[config.mk]
export PLATFORM = sky130hd
export DESIGN_NAME = bmd_kernel
export DESIGN_NICKNAME = d
export VERILOG_FILES = /design/src/assert_macros.svh /design/src/bmd_pkg.sv /design/src/bmd_kernel.sv
export SDC_FILE = /design/constraint.sdc
export NUM_CORES = 1
export LEC_CHECK = 0
export ABC_CLOCK_PERIOD_IN_PS = 8900
export BUFFER_PORTS_ARGS = -buffer_cell sky130_fd_sc_hd__buf_4
export CAP_MARGIN = 20
export CELL_PAD_IN_SITES_DETAIL_PLACEMENT = 1
export CELL_PAD_IN_SITES_GLOBAL_PLACEMENT = 1
export CORE_ASPECT_RATIO = 1.1
export CORE_MARGIN = 1
export CORE_UTILIZATION = 43
export DETAILED_ROUTE_END_ITERATION = 10
export PLACE_DENSITY = 0.85
export SLEW_MARGIN = 0
export SYNTH_ARGS = -nofsm -noshare
export SYNTH_HDL_FRONTEND = slang
export SYNTH_SLANG_ARGS = --single-unit
[constraint.sdc]
create_clock -name vclk -period 8.9
set_input_delay 0.445 -clock vclk [all_inputs]
set_output_delay 0.445 -clock vclk [all_outputs]
set_load 0.02 [all_outputs]
[src/assert_macros.svh]
// ----------------------------------------------------------------------------
// Assertion macros
// Shared concurrent assertion forms, clocked on clk and disabled in reset.
// ----------------------------------------------------------------------------
`ifndef ASSERT_MACROS_SVH
`define ASSERT_MACROS_SVH

// Same-cycle implication.
`define ASSERT_IMPL(label, ante, cons) \
    label: assert property (@(posedge clk) disable iff (!rst_n) (ante) |-> (cons)) \
        else $error("assertion failed");

// Next-cycle implication.
`define ASSERT_NEXT(label, ante, cons) \
    label: assert property (@(posedge clk) disable iff (!rst_n) (ante) |=> (cons)) \
        else $error("assertion failed");

`endif

[src/bmd_pkg.sv]
// ----------------------------------------------------------------------------
// Bayer demosaic package
// Shared constants, register indexes and the per-site control bundle.
// ----------------------------------------------------------------------------
package bmd_pkg;

    localparam int DEF_MAX_WIDTH     = 1024;
    localparam int DEF_PIXEL_BITS    = 8;
    localparam int FRAME_WIDTH_BITS  = 11;
    localparam int FRAME_HEIGHT_BITS = 16;
    localparam int CFG_INDEX_BITS    = 8;
    localparam int CFG_DATA_BITS     = 16;
    localparam int RESET_SIZE        = 256;
    localparam int MIN_SIZE          = 8;

    typedef enum logic [CFG_INDEX_BITS-1:0] {
        CFG_FRAME_WIDTH  = 8'd0,
        CFG_FRAME_HEIGHT = 8'd1
    } bmd_cfg_idx_t;

    // Parity, border position and row and frame end flags of one output site.
    typedef struct packed {
        logic odd_r;
        logic odd_c;
        logic top0;
        logic top1;
        logic bot0;
        logic bot1;
        logic lft0;
        logic lft1;
        logic rgt0;
        logic rgt1;
        logic eor;
        logic eof;
    } bmd_site_t;

endpackage

[src/bmd_kernel.sv]
// ----------------------------------------------------------------------------
// Demosaic kernel
// Border reflection of the 5x5 window and the gradient-corrected sums.
// ----------------------------------------------------------------------------
module bmd_kernel #(
    parameter int PIXEL_BITS = bmd_pkg::DEF_PIXEL_BITS
) (
    input  logic [25*PIXEL_BITS-1:0] win,
    input  bmd_pkg::bmd_site_t       site,
    output logic [PIXEL_BITS-1:0]    red,
    output logic [PIXEL_BITS-1:0]    green,
    output logic [PIXEL_BITS-1:0]    blue
);

    localparam int P  = PIXEL_BITS;
    localparam int SW = PIXEL_BITS + 6;

    logic [P-1:0] w  [0:4][0:4];
    logic [P-1:0] rr [0:4][0:4];
    logic [P-1:0] t  [0:4][0:4];

    logic signed [SW-1:0] c, n1, s1, w1, e1, n2, s2, w2, e2, dg;
    logic signed [SW-1:0] k_green, k_horiz, k_vert, k_diag;
    logic [P-1:0] f_green, f_horiz, f_vert, f_diag;

    function automatic logic signed [SW-1:0] ext(input logic [P-1:0] x);
        ext = $signed({{(SW-P){1'b0}}, x});
    endfunction

    function automatic logic [P-1:0] finish(input logic signed [SW-1:0] sum);
        logic signed [SW-1:0] s;
        logic signed [SW-1:0] v;
        logic signed [SW-1:0] maxv;
        maxv = $signed({{(SW-P){1'b0}}, {P{1'b1}}});
        s = sum + $signed(SW'(8));
        v = s >>> 4;
        if (s[SW-1])
        begin
            finish = '0;
        end
        else if (v > maxv)
        begin
            finish = {P{1'b1}};
        end
        else
        begin
            finish = v[P-1:0];
        end
    endfunction

    always_comb
    begin
        for (int i = 0; i < 5; i++)
        begin
            for (int j = 0; j < 5; j++)
            begin
                w[i][j] = win[(i*5+j)*P +: P];
            end
        end
        // reflect rows about the frame edge
        for (int j = 0; j < 5; j++)
        begin
            rr[0][j] = site.top0 ? w[4][j] : (site.top1 ? w[2][j] : w[0][j]);
            rr[1][j] = site.top0 ? w[3][j] : w[1][j];
            rr[2][j] = w[2][j];
            rr[3][j] = site.bot0 ? w[1][j] : w[3][j];
            rr[4][j] = site.bot0 ? w[0][j] : (site.bot1 ? w[2][j] : w[4][j]);
        end
        // then columns
        for (int i = 0; i < 5; i++)
        begin
            t[i][0] = site.lft0 ? rr[i][4] : (site.lft1 ? rr[i][2] : rr[i][0]);
            t[i][1] = site.lft0 ? rr[i][3] : rr[i][1];
            t[i][2] = rr[i][2];
            t[i][3] = site.rgt0 ? rr[i][1] : rr[i][3];
            t[i][4] = site.rgt0 ? rr[i][0] : (site.rgt1 ? rr[i][2] : rr[i][4]);
        end
    end

    always_comb
    begin
        c  = ext(t[2][2]);
        n1 = ext(t[1][2]);
        s1 = ext(t[3][2]);
        w1 = ext(t[2][1]);
        e1 = ext(t[2][3]);
        n2 = ext(t[0][2]);
        s2 = ext(t[4][2]);
        w2 = ext(t[2][0]);
        e2 = ext(t[2][4]);
        dg = ext(t[1][1]) + ext(t[1][3]) + ext(t[3][1]) + ext(t[3][3]);

        k_green = (c <<< 3) + ((n1 + s1 + e1 + w1) <<< 2) - ((n2 + s2 + e2 + w2) <<< 1);
        k_horiz = (c <<< 3) + (c <<< 1) + ((w1 + e1) <<< 3) - ((w2 + e2) <<< 1)
                - (dg <<< 1) + n2 + s2;
        k_vert  = (c <<< 3) + (c <<< 1) + ((n1 + s1) <<< 3) - ((n2 + s2) <<< 1)
                - (dg <<< 1) + w2 + e2;
        k_diag  = (c <<< 3) + (c <<< 2) + (dg <<< 2)
                - ((n2 + s2 + w2 + e2) <<< 1) - (n2 + s2 + w2 + e2);

        f_green = finish(k_green);
        f_horiz = finish(k_horiz);
        f_vert  = finish(k_vert);
        f_diag  = finish(k_diag);
    end

    always_comb
    begin
        unique case ({site.odd_r, site.odd_c})
            2'b00:
            begin
                red   = f_horiz;
                green = t[2][2];
                blue  = f_vert;
            end
            2'b11:
            begin
                red   = f_vert;
                green = t[2][2];
                blue  = f_horiz;
            end
            2'b01:
            begin
                red   = t[2][2];
                green = f_green;
                blue  = f_diag;
            end
            default:
            begin
                red   = f_diag;
                green = f_green;
                blue  = t[2][2];
            end
        endcase
    end

endmodule

==> impl_metrics.env, run 1 <==
export IMPL_io_buffer_count=138
export IMPL_grt_ovfl_total=0
export IMPL_syn_nets=1735
export IMPL_firstDrtPassIters=8
export IMPL_initialDrtViolationCount=574
export IMPL_hpwl_mm=31.1
export IMPL_globalplace_congestion=0.909
export IMPL_status="finished with violations"
export IMPL_crit_path_max_incr_delay_ps=550
export IMPL_die_w_microns=152
export IMPL_relSlewSlack=0.412
export IMPL_n_clock_buffer=0
export IMPL_num_io_pins=236
export IMPL_fillCellCount=2893
export IMPL_insertedDiodeCount=0
export IMPL_layout_min_cycle_time_ps=8600
export IMPL_instances_no_fill=1668
export IMPL_synth_distinct_cells=71
export IMPL_fp_dieH_microns=167
export IMPL_slew_violations=0
export IMPL_syn_area_per_cell_sq_um=8.68
export IMPL_grt_pass1_wl_mm=55.7
export IMPL_ctsHoldBuffers=0
export IMPL_holdPathEnd="blue[2]"
export IMPL_crit_fanout=24
export IMPL_initial_core_util=0.438
export IMPL_violations="design-rule violations"
export IMPL_grt_usage=0.276
export IMPL_cap_violations=0
export IMPL_grt_pass1_vias=10731
export IMPL_worstMarginPinSlew_ps=881
export IMPL_worstPathRequired_ps=8460
export IMPL_postSynthCellCount=1231
export IMPL_startpoint_type="input pin"
export IMPL_vias=9802
export IMPL_hold_violations=0
export IMPL_final_cell_mix="inv_1 (229), ha_1 (175), buf_4 (160)"
export IMPL_end_kind="output port"
export IMPL_wl_mm=35.5
export IMPL_die_area_sq_um=25500
export IMPL_drive_above_1_share=0.177
export IMPL_antenna_found_initial=0
export IMPL_min_from="win[98]"
export IMPL_ys_warn_count=0
export IMPL_syn2layout_area_growth_pct=14.8
export IMPL_max_freq_mhz=116
export IMPL_holdPathStages=4
export IMPL_yosysSeqAreaShare=0
export IMPL_placement_rows=60
export IMPL_route_detailed_drc=7
export IMPL_wl_per_cell_microns=21.3
export IMPL_grt_max_degree=26
export IMPL_cp_slowest_cell="fa_1"
export IMPL_dp_cells=1666
export IMPL_core_region_area_sq_um=24400
export IMPL_yosysTopAreaCellShare=0.217
export IMPL_avgViaCountPerCell=5.88
export IMPL_syn_cell_area_sq_um=10700
export IMPL_min_path_type="input pin to output port"
export IMPL_ant_nets=0
export IMPL_cp_data_arrival_time_ps=8150
export IMPL_layout_commonest_cell="inv_1"
export IMPL_regArea_sq_um=0
export IMPL_synthTopCellsByArea="fa_1 (22%), ha_1 (21%), inv_1 (8.0%)"
export IMPL_final_nets=1864
export IMPL_fin_crit_sh=0.966
export IMPL_crit_type="input pin to output port"
export IMPL_final_setup_viol_count=0
export IMPL_yosysTopAreaCell="fa_1"
export IMPL_flops_and_latches=0
==> logic make-up after synthesis <==
group | count (synthesis) | share of synthesized area
muxes | 98 | 0.131
adders and majority gates | 294 | 0.425
xor gates and xnor gates | 94 | 0.0770
AOI/OAI and AO/OA | 287 | 0.184
and+or+nand+nor | 192 | 0.0892
buffers and inverters | 266 | 0.0937
==> worst max-delay path, delay by kind of cell <==
kind | cells | cell delay (ps)
compound gates | 8 | 1790
xor+xnor | 3 | 620
fa+ha+maj | 8 | 3370
buf+inv | 7 | 870
mux | 1 | 540
simple gates | 2 | 510
==> worst max path at each step <==
stage	cells past startpoint	startpoint	slack, ps	to
global route	30	site[8]	-20	blue[6]
CTS	30	site[3]	10	blue[6]
detailed placement	29	site[7]	-160	blue[0]
finish	29	site[7]	300	red[0]
global placement	26	site[7]	210	blue[7]
floorplan	30	site[7]	370	red[0]
==> synth_stat cells (5+ instances only) <==
cell type and n:
xor2_1 34, or3_1 6, buf_1 11, a21oi_1 67, o21ai_0 45, o211ai_1 11, o21a_1 25, nor2b_1 15
a32oi_1 10, nand3_1 7, mux4_2 32, fa_1 116, nor3_1 11, mux2i_1 50, a311oi_1 6, a211oi_1 5
mux2_2 16, xnor2_1 60, nor2_1 41, inv_1 229, ha_1 176, o21ai_1 15, clkbuf_1 22, a31oi_1 7
a21o_1 35, and3_1 5, nand2_1 64, nand2b_1 13, o21bai_1 18
==> stage by stage <==
step                      utilization  TNS, ps  cell area (sq um)  setup WS (ps)  hold WS (ps)
after floorplan                     -        0              10700            368          1050
after global placement          0.498        0              12100            207          1370
after detailed placement        0.498    -1270              12100           -165          1380
after CTS                       0.498        0              12100           10.3          1380
after global routing            0.503    -15.9              12300          -15.9          1400
final                           0.503        0              12300            304          1390
==> cell type report <==
type | count | area [sq um] | share of cell area
timing repair buffer | 162 | 1220 | 0.0997
inverter | 231 | 867 | 0.0707
tap | 310 | 388 | 0.0316
multi-input combinational | 965 | 9790 | 0.798
==> routing by layer <==
metal,routed length (microns),vias to the layer above,track usage
met2,18900,237,0.520
met3,844,84,0.00854
met5,0,-,0
met4,1560,0,0.115
li1,-,4507,-
met1,14200,4974,0.328
==> repair_timing <==
item                                    CTS  global route
pin swaps                                 0             3
endpoints found under the setup margin   15            16
setup buffers                             0             2
gates resized for setup                   4            18
Power of run 1 is not shown: default switching activity piles up to over one toggle a cycle in this logic, so the estimate is an artifact.
==> run 2: changes to the inputs <==
PLACE_DENSITY = unset   (was 0.85)
PLACE_DENSITY_LB_ADDON = 0.1   (was unset)
RECOVER_POWER = 100   (was unset)
==> run 2 against run 1 <==
  * The run still ends with design-rule violations left
  * Die area unchanged
  * Routed wire length decreased by 6.3%
  * Flip-flop and latch count unchanged
  * Non-clock buffer count increased by 5
  * Fmax increased by 1.1%
  * Core utilization decreased by 0.21 points
  * Count of clock-buffer cells in the layout unchanged
  * Cell area decreased by 0.42%
  * Via count decreased by 3.5%
  * First-iteration DRC count decreased by 35%
  * Global-route usage decreased by 1.4 points
  * Setup slack improved by 95 ps
  * Largest cell class unchanged
==> impl_metrics.env, run 2 (synthesis results as in run 1) <==
export IMPL_status="finished with violations"
export IMPL_violations="design-rule violations"
export IMPL_max_freq_mhz=118
export IMPL_num_io_pins=236
export IMPL_layout_commonest_cell="inv_1"
export IMPL_firstDrtPassIters=7
export IMPL_wl_per_cell_microns=19.9
export IMPL_regArea_sq_um=0
export IMPL_core_region_area_sq_um=24400
export IMPL_placement_rows=60
export IMPL_grt_usage=0.261
export IMPL_syn2layout_area_growth_pct=14.3
export IMPL_crit_path_max_incr_delay_ps=540
export IMPL_worstMarginPinSlew_ps=1030
export IMPL_hold_violations=0
export IMPL_tns_ps=0
export IMPL_route_detailed_drc=14
export IMPL_postCtsSetupRepairBufs=0
export IMPL_whs_ps=1390
export IMPL_min_path_type="input pin to output port"
export IMPL_startpoint_type="input pin"
export IMPL_fin_crit_sh=0.955
export IMPL_path_buf_inv=7
export IMPL_final_cell_mix="inv_1 (229), ha_1 (176), buf_4 (150)"
export IMPL_wl_mm=33.3
export IMPL_grt_max_degree=25
export IMPL_vias=9459
export IMPL_relSlewSlack=0.307
export IMPL_slew_violations=0
export IMPL_grt_ovfl_total=0
export IMPL_critPathTopFamily="adder cells"
export IMPL_n_clock_buffer=0
export IMPL_crit_type="input pin to output port"
export IMPL_cap_violations=0
export IMPL_cp_slowest_cell="mux4_2"
export IMPL_flops_and_latches=0
export IMPL_final_setup_viol_count=0
export IMPL_rsz0062_at_grt="false"
export IMPL_grt_pass1_vias=9667
export IMPL_grt_pass1_wl_mm=52.3
export IMPL_crit_fanout=23
export IMPL_globalplace_congestion=0.832
export IMPL_ant_nets=0
export IMPL_fillCellCount=2900
export IMPL_fp_dieH_microns=167
export IMPL_insertedDiodeCount=0
export IMPL_layout_min_cycle_time_ps=8500
export IMPL_end_kind="output port"
export IMPL_worstPathRequired_ps=8460
export IMPL_hpwl_mm=29.0
export IMPL_io_buffer_count=138
export IMPL_multi_input_area_sq_um=9700
export IMPL_initialDrtViolationCount=373
export IMPL_drive_above_1_share=0.167
export IMPL_die_area_sq_um=25500
export IMPL_antenna_found_initial=0
export IMPL_cp_data_arrival_time_ps=8060
export IMPL_die_w_microns=152
export IMPL_final_nets=1869
export IMPL_initial_core_util=0.438
export IMPL_avgViaCountPerCell=5.65
run 2: cell count changes in the layout (fill, tap and decap cells not counted), moves of 2 or more:
cell      change
a21oi_1       +7
a21oi_2       -7
buf_12        +2
buf_4        -10
clkbuf_1      +4
clkbuf_2      +8
xnor2_1       +3
xnor2_2       -3
run 2: area by class of cell:
type | instances | area share
Inverter | 231 | 0.0710
Multi-Input combinational cell | 965 | 0.794
Tap cell | 310 | 0.0317
Timing Repair Buffer | 167 | 0.103
run 2: per-layer routing:
layer  GRT usage  wire, microns  vias to the layer above
met1       0.338          14300                     4761
li1            -              -                     4525
met2       0.480          17200                      151
met5           0              0                        -
met4      0.0417            591                        0
met3      0.0194           1160                       22
run 2: final timing paths:
check / from / end / depth (start not counted)
max: site[5] / blue[1] / 28
min: win[98] / blue[2] / 4
run 2: tightest hold or removal path, stage by stage:
cell     delay, ps
buf_4          190
inv_1           80
a32oi_1         60
buf_4          150
run 2: metrics by stage:
| stage | std cells | cell area, sq um | util | setup slack [ps] |
|---|---|---|---|---|
| after floorplan | 1231 | 10700 | - | 368 |
| after global placement | 1673 | 12200 | 0.501 | 288 |
| after detailed placement | 1673 | 12200 | 0.501 | 199 |
| after CTS | 1673 | 12200 | 0.501 | 172 |
| after global routing | 1673 | 12200 | 0.501 | 9.02 |
| final | 1673 | 12200 | 0.501 | 399 |
run 2: repair_timing:
action,CTS,global route
hold buffers,0,0
gates resized for setup,0,11
setup endpoints to repair,0,16
Power of run 2 is left out for the same reason.
